## src/rtl/mspg_pkg.sv

```systemverilog
`default_nettype none

package mspg_pkg;

  // axis count and field widths
  localparam int AXES      = 3;
  localparam int AXIS_W    = (AXES > 1) ? $clog2(AXES) : 1;
  localparam int ES_W      = 2 * AXES;
  localparam int MODE_W    = 2 * ES_W;
  localparam int STEP_BITS = 23;
  localparam int STEP_MAX  = (1 << STEP_BITS) - 1;
  localparam int STEP_IN_W = 24;
  localparam int FOLLOW_W  = 24;
  localparam int RATE_W    = 30;
  localparam int PHASE_W   = 31;
  localparam int LEAD_IN_W = 2;

  localparam int RATE_FULL_SCALE = 1073741824;
  localparam int TICK_NS         = 20000;
  localparam int NS_PER_MS       = 1000000;
  localparam int MS_W            = $clog2(NS_PER_MS + TICK_NS);

  // stream and register port widths
  localparam int CMD_W      = 2;
  localparam int IN_DATA_W  = 240;
  localparam int OUT_W      = 2 * AXES + 2;
  localparam int CFG_ADDR_W = 4;
  localparam int CFG_DATA_W = 32;

  // input word layout
  localparam int IN_STEPS_LSB  = 0;
  localparam int IN_LEAD_LSB   = 72;
  localparam int IN_INIT_LSB   = 74;
  localparam int IN_PEAK_LSB   = 104;
  localparam int IN_FINAL_LSB  = 134;
  localparam int IN_ACCEL_LSB  = 164;
  localparam int IN_DECEL_LSB  = 194;
  localparam int IN_MODES_LSB  = 217;
  localparam int IN_LEVELS_LSB = 229;

  typedef enum logic [1:0] {
    CMD_LOAD   = 2'd0,
    CMD_TICK   = 2'd1,
    CMD_PAUSED = 2'd2
  } cmd_t;

  typedef enum logic [1:0] {
    ES_NONE    = 2'd0,
    ES_HIT     = 2'd1,
    ES_NOT_HIT = 2'd2,
    ES_TOWARDS = 2'd3
  } es_mode_t;

  typedef enum logic [1:0] {
    REG_DIR_REV    = 2'd0,
    REG_ES_ACTIVE  = 2'd1,
    REG_ES_PRESENT = 2'd2,
    REG_MIN_RATE   = 2'd3
  } reg_idx_t;

  // per-move values derived from the latched block at the setup tick
  typedef struct packed {
    logic [AXES-1:0]                dirs;
    logic [ES_W-1:0]                es_en;
    logic [ES_W-1:0]                es_val;
    logic [AXES-1:0][STEP_BITS-1:0] totals;
  } setup_t;

endpackage

`default_nettype wire

```

## src/rtl/mspg_setup.sv

```systemverilog
`default_nettype none

module mspg_setup (
  input  logic [mspg_pkg::AXES-1:0][mspg_pkg::STEP_IN_W-1:0] steps,
  input  logic [mspg_pkg::MODE_W-1:0]                        modes,
  input  logic [mspg_pkg::AXES-1:0]                          dir_rev,
  input  logic [mspg_pkg::AXES-1:0]                          es_active,
  input  logic [mspg_pkg::ES_W-1:0]                          es_present,
  output mspg_pkg::setup_t                                   plan
);

  always_comb begin
    logic                           neg;
    logic                           pos;
    logic [mspg_pkg::STEP_IN_W-1:0] mag;
    mspg_pkg::es_mode_t             mode;
    logic                           take;
    logic                           want;
    int                             idx;

    plan = '0;
    neg  = 1'b0;
    pos  = 1'b0;
    mag  = '0;
    mode = mspg_pkg::ES_NONE;
    take = 1'b0;
    want = 1'b0;
    idx  = 0;
    for (int a = 0; a < mspg_pkg::AXES; a++) begin
      neg = steps[a][mspg_pkg::STEP_IN_W-1];
      pos = !neg && (steps[a] != '0);
      mag = neg ? (~steps[a] + 1'b1) : steps[a];
      // most negative count saturates to the largest magnitude
      plan.totals[a] = (mag > mspg_pkg::STEP_IN_W'(mspg_pkg::STEP_MAX)) ?
                       '1 : mag[mspg_pkg::STEP_BITS-1:0];
      plan.dirs[a] = neg ^ dir_rev[a];
      for (int s = 0; s < 2; s++) begin
        idx  = 2 * a + s;
        mode = mspg_pkg::es_mode_t'(modes[2*idx +: 2]);
        // towards mode only checks the side the axis moves to
        take = (mode != mspg_pkg::ES_NONE) &&
               ((mode != mspg_pkg::ES_TOWARDS) || ((s == 1) ? pos : neg));
        want = (mode == mspg_pkg::ES_NOT_HIT) ? !es_active[a] : es_active[a];
        plan.es_en[idx]  = take && es_present[idx];
        plan.es_val[idx] = take && es_present[idx] && want;
      end
    end
  end

endmodule

`default_nettype wire

```

## src/rtl/multi_axis_step_pulse_generator_core.sv

```systemverilog
// an accepted word waits in the input register; its result is registered onto m_*
// throughput: one word per cycle while m_tready is high; the tick update (ramp, phase
//   accumulator, bresenham step) is combinational between the input and result registers
// reset: synchronous, active high; clears the move state, step and direction lines and the
//   registers (end-stop present resets to all ones); no clearing pass is needed
`default_nettype none

module multi_axis_step_pulse_generator_core (
  input  logic                                clk,
  input  logic                                rst,
  // register port
  input  logic                                psel,
  input  logic                                penable,
  input  logic                                pwrite,
  input  logic [mspg_pkg::CFG_ADDR_W-1:0]     paddr,
  input  logic [mspg_pkg::CFG_DATA_W-1:0]     pwdata,
  output logic [mspg_pkg::CFG_DATA_W-1:0]     prdata,
  output logic                                pready,
  // input words
  input  logic                                s_tvalid,
  output logic                                s_tready,
  // steps_axis0, steps_axis1, steps_axis2, lead_axis, initial_rate, peak_rate,
  // final_rate, accel_per_ms, decel_after_steps, endstop_modes, endstop_levels, zero pad
  input  logic [mspg_pkg::IN_DATA_W-1:0]      s_tdata,
  // command
  input  logic [mspg_pkg::CMD_W-1:0]          s_tuser,
  // result words
  output logic                                m_tvalid,
  input  logic                                m_tready,
  // step_pulses, directions, busy_res, endstop_stopped
  output logic [mspg_pkg::OUT_W-1:0]          m_tdata,
  // block_done
  output logic                                m_tlast
);

  localparam int AXES    = mspg_pkg::AXES;
  localparam int AXIS_W  = mspg_pkg::AXIS_W;
  localparam int ES_W    = mspg_pkg::ES_W;
  localparam int SB      = mspg_pkg::STEP_BITS;
  localparam int FW      = mspg_pkg::FOLLOW_W;
  localparam int RW      = mspg_pkg::RATE_W;
  localparam int PW      = mspg_pkg::PHASE_W;
  localparam int MW      = mspg_pkg::MS_W;
  localparam int SIW     = mspg_pkg::STEP_IN_W;

  typedef enum logic [1:0] {
    PH_IDLE,
    PH_LOADED,
    PH_RUNNING
  } phase_t;

  // register file
  logic [AXES-1:0]          dir_rev;
  logic [AXES-1:0]          es_active;
  logic [ES_W-1:0]          es_present;
  logic [RW-1:0]            min_rate;
  mspg_pkg::reg_idx_t       cfg_idx;
  logic                     cfg_wr;

  // input register
  logic                     in_valid;
  logic [mspg_pkg::CMD_W-1:0]     in_cmd;
  logic [mspg_pkg::IN_DATA_W-1:0] in_data;
  logic                     advance;
  mspg_pkg::cmd_t           cmd;

  // latched move block
  logic [AXES-1:0][SIW-1:0] lm_steps;
  logic [AXIS_W-1:0]        lm_lead;
  logic [RW-1:0]            lm_init;
  logic [RW-1:0]            lm_peak;
  logic [RW-1:0]            lm_accel;
  logic [PW-1:0]            lm_fa;
  logic [SB-1:0]            lm_decel;
  logic [mspg_pkg::MODE_W-1:0] lm_modes;
  logic [mspg_pkg::LEAD_IN_W-1:0] lead_raw;
  logic                     load_en;

  // move state
  phase_t                   phase, phase_next;
  logic [AXES-1:0]          lines, lines_next;
  logic [AXES-1:0]          dirs, dirs_next;
  logic [AXES-1:0][SB-1:0]  counts, counts_next;
  logic [AXES-1:0][SB-1:0]  totals, totals_next;
  logic [AXES-1:0][FW-1:0]  facc, facc_next;
  logic [PW-1:0]            pacc, pacc_next;
  logic [MW-1:0]            ms_acc, ms_next;
  logic [RW-1:0]            rate, rate_next;
  logic [ES_W-1:0]          es_en, es_en_next;
  logic [ES_W-1:0]          es_val, es_val_next;
  logic                     blk_done;
  logic                     es_stop;

  // tick datapath
  mspg_pkg::setup_t         plan;
  logic [ES_W-1:0]          levels;
  logic                     es_hit;
  logic [MW-1:0]            ms_sum;
  logic                     ms_due;
  logic [SB-1:0]            lead_count;
  logic [SB-1:0]            lead_total;
  logic                     decel;
  logic [PW-1:0]            rate_up;
  logic [PW-1:0]            min_acc;
  logic                     above_floor;
  logic [RW-1:0]            rate_ramp;
  logic [RW-1:0]            init_sat;
  logic [PW-1:0]            phase_sum;
  logic                     fire;
  logic [AXES-1:0]          f_lines;
  logic [AXES-1:0][SB-1:0]  f_counts;
  logic [AXES-1:0][FW-1:0]  f_facc;
  logic [AXES-1:0]          f_more;
  logic                     moving;

  // ---------------------------------------------------------------- registers
  assign pready  = 1'b1;
  assign cfg_idx = mspg_pkg::reg_idx_t'(paddr[3:2]);
  assign cfg_wr  = psel && penable && pwrite && pready;

  always_ff @(posedge clk) begin
    if (rst) begin
      dir_rev    <= '0;
      es_active  <= '0;
      es_present <= '1;
      min_rate   <= '0;
    end else if (cfg_wr) begin
      case (cfg_idx)
        mspg_pkg::REG_DIR_REV:    dir_rev    <= pwdata[AXES-1:0];
        mspg_pkg::REG_ES_ACTIVE:  es_active  <= pwdata[AXES-1:0];
        mspg_pkg::REG_ES_PRESENT: es_present <= pwdata[ES_W-1:0];
        mspg_pkg::REG_MIN_RATE:   min_rate   <= pwdata[RW-1:0];
        default: ;
      endcase
    end
  end

  always_comb begin
    case (cfg_idx)
      mspg_pkg::REG_DIR_REV:    prdata = mspg_pkg::CFG_DATA_W'(dir_rev);
      mspg_pkg::REG_ES_ACTIVE:  prdata = mspg_pkg::CFG_DATA_W'(es_active);
      mspg_pkg::REG_ES_PRESENT: prdata = mspg_pkg::CFG_DATA_W'(es_present);
      mspg_pkg::REG_MIN_RATE:   prdata = mspg_pkg::CFG_DATA_W'(min_rate);
      default:                  prdata = '0;
    endcase
  end

  // ---------------------------------------------------------------- pipeline
  assign advance  = in_valid && (!m_tvalid || m_tready);
  assign s_tready = !in_valid || advance;
  assign cmd      = mspg_pkg::cmd_t'(in_cmd);

  always_ff @(posedge clk) begin
    if (s_tvalid && s_tready) begin
      in_cmd  <= s_tuser;
      in_data <= s_tdata;
    end
  end

  // latched block, written on an accepted load
  assign lead_raw = in_data[mspg_pkg::IN_LEAD_LSB +: mspg_pkg::LEAD_IN_W];

  always_ff @(posedge clk) begin
    if (advance && load_en) begin
      for (int a = 0; a < AXES; a++) begin
        lm_steps[a] <= in_data[mspg_pkg::IN_STEPS_LSB + SIW*a +: SIW];
      end
      lm_lead  <= (lead_raw > mspg_pkg::LEAD_IN_W'(AXES - 1)) ?
                  AXIS_W'(AXES - 1) : AXIS_W'(lead_raw);
      lm_init  <= in_data[mspg_pkg::IN_INIT_LSB +: RW];
      lm_peak  <= in_data[mspg_pkg::IN_PEAK_LSB +: RW];
      lm_accel <= in_data[mspg_pkg::IN_ACCEL_LSB +: RW];
      // final rate plus one ramp step, the fixed part of the deceleration floor
      lm_fa    <= {1'b0, in_data[mspg_pkg::IN_FINAL_LSB +: RW]} +
                  {1'b0, in_data[mspg_pkg::IN_ACCEL_LSB +: RW]};
      lm_decel <= in_data[mspg_pkg::IN_DECEL_LSB +: SB];
      lm_modes <= in_data[mspg_pkg::IN_MODES_LSB +: mspg_pkg::MODE_W];
    end
  end

  mspg_setup u_setup (
    .steps      (lm_steps),
    .modes      (lm_modes),
    .dir_rev    (dir_rev),
    .es_active  (es_active),
    .es_present (es_present),
    .plan       (plan)
  );

  // ---------------------------------------------------------------- tick datapath
  assign levels     = in_data[mspg_pkg::IN_LEVELS_LSB +: ES_W];
  assign es_hit     = |(~(levels ^ es_val) & es_en);
  assign ms_sum     = ms_acc + MW'(mspg_pkg::TICK_NS);
  assign ms_due     = ms_sum >= MW'(mspg_pkg::NS_PER_MS);
  assign lead_count = counts[lm_lead];
  assign lead_total = totals[lm_lead];
  assign decel      = lead_count > lm_decel;
  assign rate_up    = {1'b0, rate} + {1'b0, lm_accel};
  assign min_acc    = {1'b0, min_rate} + {1'b0, lm_accel};
  assign above_floor = ({1'b0, rate} > min_acc) && ({1'b0, rate} > lm_fa);
  assign init_sat   = ({1'b0, lm_init} >= PW'(mspg_pkg::RATE_FULL_SCALE)) ?
                      RW'(mspg_pkg::RATE_FULL_SCALE - 1) : lm_init;

  always_comb begin
    rate_ramp = rate;
    if (ms_due) begin
      if (decel) begin
        if (above_floor) rate_ramp = rate - lm_accel;
      end else if ((rate < lm_peak) && (rate_up < PW'(mspg_pkg::RATE_FULL_SCALE))) begin
        rate_ramp = rate_up[RW-1:0];
      end
    end
  end

  assign phase_sum = pacc + {1'b0, rate_ramp};
  assign fire      = phase_sum >= PW'(mspg_pkg::RATE_FULL_SCALE);

  // lead axis steps on every fire until it reaches its total, followers through their error accumulators
  always_comb begin
    logic [FW-1:0] f_sum;
    logic [SB-1:0] inc;

    f_sum = '0;
    inc   = '0;
    for (int a = 0; a < AXES; a++) begin
      f_lines[a]  = 1'b0;
      f_more[a]   = 1'b0;
      f_counts[a] = counts[a];
      f_facc[a]   = facc[a];
      inc         = counts[a] + 1'b1;
      f_sum       = facc[a] + FW'(totals[a]);
      if (lm_lead == AXIS_W'(a)) begin
        if (counts[a] < totals[a]) begin
          f_lines[a]  = 1'b1;
          f_counts[a] = inc;
          f_more[a]   = inc < totals[a];
        end
      end else if (counts[a] != totals[a]) begin
        f_facc[a] = f_sum;
        if (f_sum >= FW'(lead_total)) begin
          f_facc[a]   = f_sum - FW'(lead_total);
          f_lines[a]  = 1'b1;
          f_counts[a] = inc;
          f_more[a]   = inc < totals[a];
        end
      end
    end
  end

  assign moving = |f_more;

  // ---------------------------------------------------------------- next state
  always_comb begin
    phase_next  = phase;
    lines_next  = lines;
    dirs_next   = dirs;
    counts_next = counts;
    totals_next = totals;
    facc_next   = facc;
    pacc_next   = pacc;
    ms_next     = ms_acc;
    rate_next   = rate;
    es_en_next  = es_en;
    es_val_next = es_val;
    load_en     = 1'b0;
    blk_done    = 1'b0;
    es_stop     = 1'b0;
    case (cmd)
      mspg_pkg::CMD_LOAD: begin
        // a load while a block is loaded or running is dropped
        if (phase == PH_IDLE) begin
          load_en    = 1'b1;
          phase_next = PH_LOADED;
        end
      end
      default: begin
        if (|lines) begin
          lines_next = '0;
        end else if (cmd == mspg_pkg::CMD_TICK && phase == PH_LOADED) begin
          totals_next = plan.totals;
          counts_next = '0;
          facc_next   = '0;
          dirs_next   = plan.dirs;
          es_en_next  = plan.es_en;
          es_val_next = plan.es_val;
          pacc_next   = '0;
          ms_next     = '0;
          rate_next   = init_sat;
          phase_next  = PH_RUNNING;
        end else if (cmd == mspg_pkg::CMD_TICK && phase == PH_RUNNING) begin
          if (es_hit) begin
            phase_next = PH_IDLE;
            blk_done   = 1'b1;
            es_stop    = 1'b1;
          end else begin
            ms_next   = ms_due ? (ms_sum - MW'(mspg_pkg::NS_PER_MS)) : ms_sum;
            rate_next = rate_ramp;
            if (fire) begin
              pacc_next   = phase_sum - PW'(mspg_pkg::RATE_FULL_SCALE);
              lines_next  = lines | f_lines;
              counts_next = f_counts;
              facc_next   = f_facc;
              if (!moving) begin
                phase_next = PH_IDLE;
                blk_done   = 1'b1;
              end
            end else begin
              pacc_next = phase_sum;
            end
          end
        end
      end
    endcase
  end

  always_ff @(posedge clk) begin
    if (rst) begin
      in_valid <= 1'b0;
      m_tvalid <= 1'b0;
      m_tdata  <= '0;
      m_tlast  <= 1'b0;
      phase    <= PH_IDLE;
      lines    <= '0;
      dirs     <= '0;
      counts   <= '0;
      totals   <= '0;
      facc     <= '0;
      pacc     <= '0;
      ms_acc   <= '0;
      rate     <= '0;
      es_en    <= '0;
      es_val   <= '0;
    end else begin
      if (s_tready) in_valid <= s_tvalid;
      if (advance) begin
        m_tvalid <= 1'b1;
        m_tdata  <= {es_stop, phase_next != PH_IDLE, dirs_next, lines_next};
        m_tlast  <= blk_done;
        phase    <= phase_next;
        lines    <= lines_next;
        dirs     <= dirs_next;
        counts   <= counts_next;
        totals   <= totals_next;
        facc     <= facc_next;
        pacc     <= pacc_next;
        ms_acc   <= ms_next;
        rate     <= rate_next;
        es_en    <= es_en_next;
        es_val   <= es_val_next;
      end else if (m_tready) begin
        m_tvalid <= 1'b0;
      end
    end
  end

  // ---------------------------------------------------------------- checks
  for (genvar gi = 0; gi < AXES; gi++) begin : g_count_chk
    a_count_le_total: assert property (@(posedge clk) disable iff (rst)
      counts[gi] <= totals[gi])
      else $error("step count passed its total");
  end

  a_phase_bounded: assert property (@(posedge clk) disable iff (rst)
    pacc < PW'(mspg_pkg::RATE_FULL_SCALE))
    else $error("phase accumulator left its range");

  a_stop_is_done: assert property (@(posedge clk) disable iff (rst)
    m_tvalid && m_tdata[mspg_pkg::OUT_W-1] |-> m_tlast)
    else $error("end-stop stop without block done");

  a_no_overrun: assert property (@(posedge clk) disable iff (rst)
    in_valid && m_tvalid && !m_tready |-> !s_tready)
    else $error("input taken while both stages are stalled");

endmodule

`default_nettype wire
```

## config.mk

```make
export PLATFORM = sky130hd
export DESIGN_NAME = multi_axis_step_pulse_generator_core
export DESIGN_NICKNAME = d
export VERILOG_FILES = /design/src/rtl/mspg_pkg.sv /design/src/rtl/mspg_setup.sv /design/src/rtl/multi_axis_step_pulse_generator_core.sv
export SDC_FILE = /design/constraint.sdc
export NUM_CORES = 2
export LEC_CHECK = 0
export BUFFER_PORTS_ARGS = -buffer_cell sky130_fd_sc_hd__buf_2
export CORE_MARGIN = 2
export CORE_UTILIZATION = 56
export DETAILED_ROUTE_END_ITERATION = 8
export GPL_ROUTABILITY_DRIVEN = 0
export PLACE_DENSITY = 0.74
export SYNTH_ARGS = -nofsm -noshare
export SYNTH_HDL_FRONTEND = slang
export SYNTH_SLANG_ARGS = --single-unit
```

## constraint.sdc

```tcl
create_clock -name clk -period 19.55 [get_ports clk]
set_input_delay 1.955 -clock clk [delete_from_list [all_inputs] [get_ports clk]]
set_output_delay 1.955 -clock clk [all_outputs]
set_load 0.01 [all_outputs]
```

# ---- After elaboration in Yosys (flattened, before gate mapping)
# Index checks and enable logic that the tools add are counted.
dict set report op_classes {
  addsub 20
  multipliers 0
  n_div 0
  magnitude_cmp 21
  n_eq_ne 30
  shifts 0
  n_mux 118
  n_bitwise 12
  reduce_logical 87
}
# op count
set ops {}
lappend ops {{$mux W23} 17}
lappend ops {{$mux W24} 12}
lappend ops {{$mux W72} 4}
lappend ops {{$mux W69} 4}
lappend ops {{$mux W30} 7}
lappend ops {{$lt A23 B23 Y1} 6}
lappend ops {{$pmux W32 S4} 1}
lappend ops {{$mux W31} 4}
lappend ops {{$add A30 B30 Y31} 3}
lappend ops {{$bmux W23 S2} 2}
lappend ops {{$mux W20} 4}
lappend ops {{$add A24 B1 Y24 const B} 3}
lappend ops {{$add A24 B23 Y24} 3}
lappend ops {{$ge A24 B23 Y1} 3}
lappend ops {{$gt A24 B23 Y1 const B} 3}
lappend ops {{$not A24 Y24} 3}
lappend ops {{$reduce_bool A24 Y1} 3}
lappend ops {{$sub A24 B23 Y24} 3}
lappend ops {{$add A23 B1 Y23 const B} 3}
lappend ops {{$ne A23 B23 Y1} 3}
lappend ops {{$gt A30 B31 Y1} 2}
lappend ops {{$mux W1} 46}
lappend ops {{$add A31 B30 Y31} 1}
lappend ops {{$ge A31 B31 Y1 const B} 1}
lappend ops {{36 further kinds} 147}
dict set report totals {
  regBits 831
  latch_bits 0
  ramBits 0
  rom_bits 0
  output_inout_bits 44
  wordCells 325
  mem_count 0
}

# ---- Logic depth before layout (Yosys ltp)
dict set report logic_depth {
  depth_word 15
  mapped_depth 41
  ltp_nobuf 37
}

# ---- Cells and area by module
# From an unflattened synthesis, not the netlist that was laid out.
dict set report hier_totals {
  cells_unflattened 5752
  area_unflattened_um2 53379.9
}
# module instances cells_each area_per_inst_um2 seq_area_each_um2
set by_module_without_submodules {}
lappend by_module_without_submodules {multi_axis_step_pulse_generator_core 1 5351 50925.1 21090.2}
lappend by_module_without_submodules {mspg_setup 1 401 2454.9 0.0}

# ---- Least setup slack after synthesis
# Ideal clock, no wire load.
dict set report synth_timing {
  path_type {input-to-reg}
  startpoint {input m_tready}
  endpoint {register lm_init[0], in the netlist init_sat[0], enable pin}
  arrival_time_ns 17.903
  t_required_ns 18.448
  slack_ns 0.545
  path_stages 4
  n_path_buf 0
  cell_sequence {nor2b_1 nor2b_1 nand2_1 nor3_1}
}
dict set report synth_via {
  elab_chain_len 3
}
# element line
set synth_rtl {}
lappend synth_rtl {{start, declared} multi_axis_step_pulse_generator_core.sv:29} ;# input logic m_tready,
lappend synth_rtl {{$logic_or A1 B1 Y1} multi_axis_step_pulse_generator_core.sv:149} ;# assign advance = in_valid && (!m_tvalid || m_tready);
lappend synth_rtl {{$logic_and A1 B1 Y1} multi_axis_step_pulse_generator_core.sv:149}
lappend synth_rtl {{$logic_and A1 B1 Y1} multi_axis_step_pulse_generator_core.sv:164} ;# if (advance && load_en) begin
lappend synth_rtl {{end signal, assigned} multi_axis_step_pulse_generator_core.sv:170} ;# lm_init <= in_data[mspg_pkg::IN_INIT_LSB +: RW];
lappend synth_rtl {{end, declared} multi_axis_step_pulse_generator_core.sv:70} ;# logic [RW-1:0] lm_init;
# No other way between the ends.
# A chain may end at the register's enable or synchronous reset.

# ---- Worst setup path after layout
dict set report layout_timing {
  startpoint {register lm_accel[0]}
  endpoint {register facc[48] (netlist bit)}
}
dict set report layout_via {
  elab_chain_len 10
  word_cells_on_any_way 15
}
# element line
set layout_rtl {}
lappend layout_rtl {{start, declared} multi_axis_step_pulse_generator_core.sv:72} ;# logic [RW-1:0] lm_accel;
lappend layout_rtl {{start signal, assigned} multi_axis_step_pulse_generator_core.sv:172} ;# lm_accel <= in_data[mspg_pkg::IN_ACCEL_LSB +: RW];
lappend layout_rtl {{$add A30 B30 Y31 (on tied branches)} {multi_axis_step_pulse_generator_core.sv:198, multi_axis_step_pulse_generator_core.sv:199}}
lappend layout_rtl {{$lt A31 B31 Y1 or $gt A30 B31 Y1 (tied branches)} {multi_axis_step_pulse_generator_core.sv:209, multi_axis_step_pulse_generator_core.sv:200}}
lappend layout_rtl {{$logic_and A1 B1 Y1 (on tied branches)} {multi_axis_step_pulse_generator_core.sv:209, multi_axis_step_pulse_generator_core.sv:200}}
lappend layout_rtl {{$mux W30 (on tied branches)} {multi_axis_step_pulse_generator_core.sv:209, multi_axis_step_pulse_generator_core.sv:208}}
lappend layout_rtl {{$mux W30 *} multi_axis_step_pulse_generator_core.sv:207} ;# if (decel) begin
lappend layout_rtl {{$mux W30 *} multi_axis_step_pulse_generator_core.sv:206} ;# if (ms_due) begin
lappend layout_rtl {{$add A31 B30 Y31 *} multi_axis_step_pulse_generator_core.sv:215} ;# assign phase_sum = pacc + {1'b0, rate_ramp};
lappend layout_rtl {{$ge A31 B31 Y1 *} multi_axis_step_pulse_generator_core.sv:216} ;# assign fire = phase_sum >= PW'(mspg_pkg::RATE_FULL_SCALE);
lappend layout_rtl {{$reduce_bool A2 Y1 (no line) *} n/a}
lappend layout_rtl {{$reduce_and A8 Y1 (no line) *} n/a}
lappend layout_rtl {{end signal, assigned} multi_axis_step_pulse_generator_core.sv:344} ;# facc <= facc_next;
lappend layout_rtl {{end, declared} multi_axis_step_pulse_generator_core.sv:85} ;# logic [AXES-1:0][FW-1:0] facc, facc_next;
# Mark *: on every way between the ends. The rest lies on a longest branch, timed or not.

==> metrics.yaml <==
status: "complete, no violations"
power.density_nw_per_um2: 66.7
core_sq_um: 93200
synth_seq_cells: 820
synth_edf_count: 467
pin_count: 329
start_kind: "flop"
whs_ns: 0.411
power_frac_seq_pct: 48.7
cts_max_level: 3
n_fill_cell: 7648
avgSynthCellArea_sq_um: 9.59
seq_area_frac_synth_pct: 40.1
finalSetupTns_ns: 0
initial_core_util_pct: 56.5
dp.final_hpwl_microns: 112000
grt_max_degree: 152
cp_max_fo: 24
die_y_microns: 311
cts_root_buf: "clkbuf_16"
dieWidth_microns: 311
cp_num_buf_inv: 2
yosys_most_used_dff: "edfxtp_1"
slowest_delay_ns: 0.88
layout_common_cells: "ha_1, a21oi_1, edfxtp_1"
routedWlPerCell_microns: 21.0
clkTransAtPathRegs_ns: 0.07
portBuffers: 316
p_leak_uw: 0.0246
power_frac_comb_pct: 6.0
gr-total-overflow: 0
synth-async-reset-ratio_pct: 0
crit_cells: 38
multiInputGateArea_sq_um: 29600
via_per_inst: 6.18
area_growth_syn_to_layout_pct: 11.0
startpoint: "lm_accel[0]"
hold_path.class: "flop to flop"
drcViolationCount: 0
syn_inst: 5490
worst_pin_slew_ns: 1.36
maxCapViolCount: 0
regArea_sq_um: 21100
post-cts-setup-buffer-count: 0
syn_area_sq_um: 52600
postCtsResizedCells: 0
r2r-start: "lm_accel[0]"
rsz0062_at_grt: "false"
worst-setup-path-type: "flop to flop"
final_core_util_pct: 62.7
clk_path_buf_depth: 3
swShare_pct: 23.5
die_area_sq_um: 96500
dp_cells: 6892
critPathTopFamily: "compound AO/OA/AOI/OAI gates"
power.switching_uw: 916
rows: 112
slew_viol_final: 0
period_minus_slack_ns: 11.18
skew_ns: 0.0387
p_clk_share_pct: 45.4
final_cells: 7061
yosys_warnings: 0
arrival_ns: 11.78
via_count: 43600
r2r_cells: 38
ir_drop_mv: 0.0808
hold_viol_final: 0
worstHoldPathCells: 0
antenna_found_initial: 5
drt_pass1_iterations: 6
drive_above_1_share_pct: 11.0
grt_pass1_vias: 41900
cts_num_sinks: 820
grtUsageTotal_pct: 29.8
worstPathRequired_ns: 20.15
routed_wl_microns: 148000
ys_types: 109
cts_tree: "yes"
numCtsBuffers: 89
nets: 6573
total_power_uw: 3890
drt_iter0_drc: 3694
period_share_pct: 57.2
cts_hold_buf: 0
path_common_cell: "a21oi_1"
p_int_uw: 2980
end_kind: "flop"
finalSetupViolCount: 0
final_common_cell: "ha_1"
slew_headroom_pct: 9.21
grt_pass1_wl_microns: 229000
ant_nets: 0
hold_start: "in_data[206]"
insertion_delay_ns: 0.70
fmax_mhz: 89.4
cp_slowest_cell: "nor2_1"
[cell families after synthesis]
| logic type | synth area share (%) |
|---|---|
| AO/OA/AOI/OAI | 20.4 |
| flip-flops | 40.1 |
| multiplexers | 2.46 |
| buffers and inverters | 3.89 |
| other | 0.0143 |
| AND/OR/NAND/NOR | 14.0 |
| adder cells (fa/ha/maj) | 13.4 |
| XOR/XNOR | 5.77 |
[path summary, 6_finish.rpt]
| kind | end | slack (ns) |
|---|---|---|
| hold reg to reg | lm_decel[12] | 0.41 |
| setup reg to reg | facc[48] | 8.37 |
| setup / recovery | facc[48] | 8.37 |
| hold / removal | lm_decel[12] | 0.41 |
[layout make-up]
class,count,area share [%]
sequential,820,36.1
clock buffer,111,4.20
multi-input combinational,4154,50.6
tap,1254,2.69
antenna,3,0.0129
inverter,301,1.93
timing repair buffer,363,3.35
clock inverter,55,1.07
[stage by stage]
stage / worst slack [ns] / instance area [sq um]
finish: 8.37 / 58400
global route: 7.89 / 58400
CTS: 8.52 / 58400
detailed placement: 8.66 / 55300
global placement: 8.79 / 55300
floorplan: 0.545 / 52600
[power by group through the flow]
stage / logic, uW / clock network [uW] / registers, uW
6_report: 233 / 1770 / 1890
3_5_place_dp: 229 / 0 / 1930
4_1_cts: 231 / 1790 / 1900
3_3_place_gp: 225 / 0 / 1930
2_1_floorplan: 153 / 0 / 1930
5_1_grt: 255 / 1850 / 1900
[registers in the layout, summed over array words and instances, names as in the netlist, 31 cells and up]
signal	flops
in_data	235
pacc	31
facc	72
lm_fa	31
totals	69
lm_steps	72
counts	69
[cell usage after synthesis, types with 92 or more instances]
master,count,area [sq um]
clkbuf_1,150,563
o21ai_0,314,1570
a221oi_1,92,806
xor2_1,159,1390
dfxtp_1,353,7070
ha_1,548,6860
nand2_1,384,1440
and3_1,100,626
edfxtp_1,467,14000
nor2_1,383,1440
xnor2_1,188,1650
inv_1,301,1130
a21oi_1,509,2550
a21o_1,126,946
nand3_1,136,681
[worst reg2reg max path, delay by kind of cell, from the launching register on]
kind                       cells  cell delay (ns)
and+or+nand+nor               10             3.41
xor gates and xnor gates       1             0.17
AOI/OAI and AO/OA             19             4.85
adders and majority gates      5             1.58
muxes                          1             0.21
DFF                            1             0.43
buffers and inverters          2             0.45
[metal layers]
metal / share of wire, % / global-route usage (%) / vias to the layer above
li1: - / - / 21000
met1: 40 / 36.5 / 20600
met2: 47 / 50.1 / 1603
met3: 6.2 / 4.14 / 397
met4: 6.6 / 17.8 / 4
met5: 0.017 / 0 / -
Power figures use the tool's default switching activity.
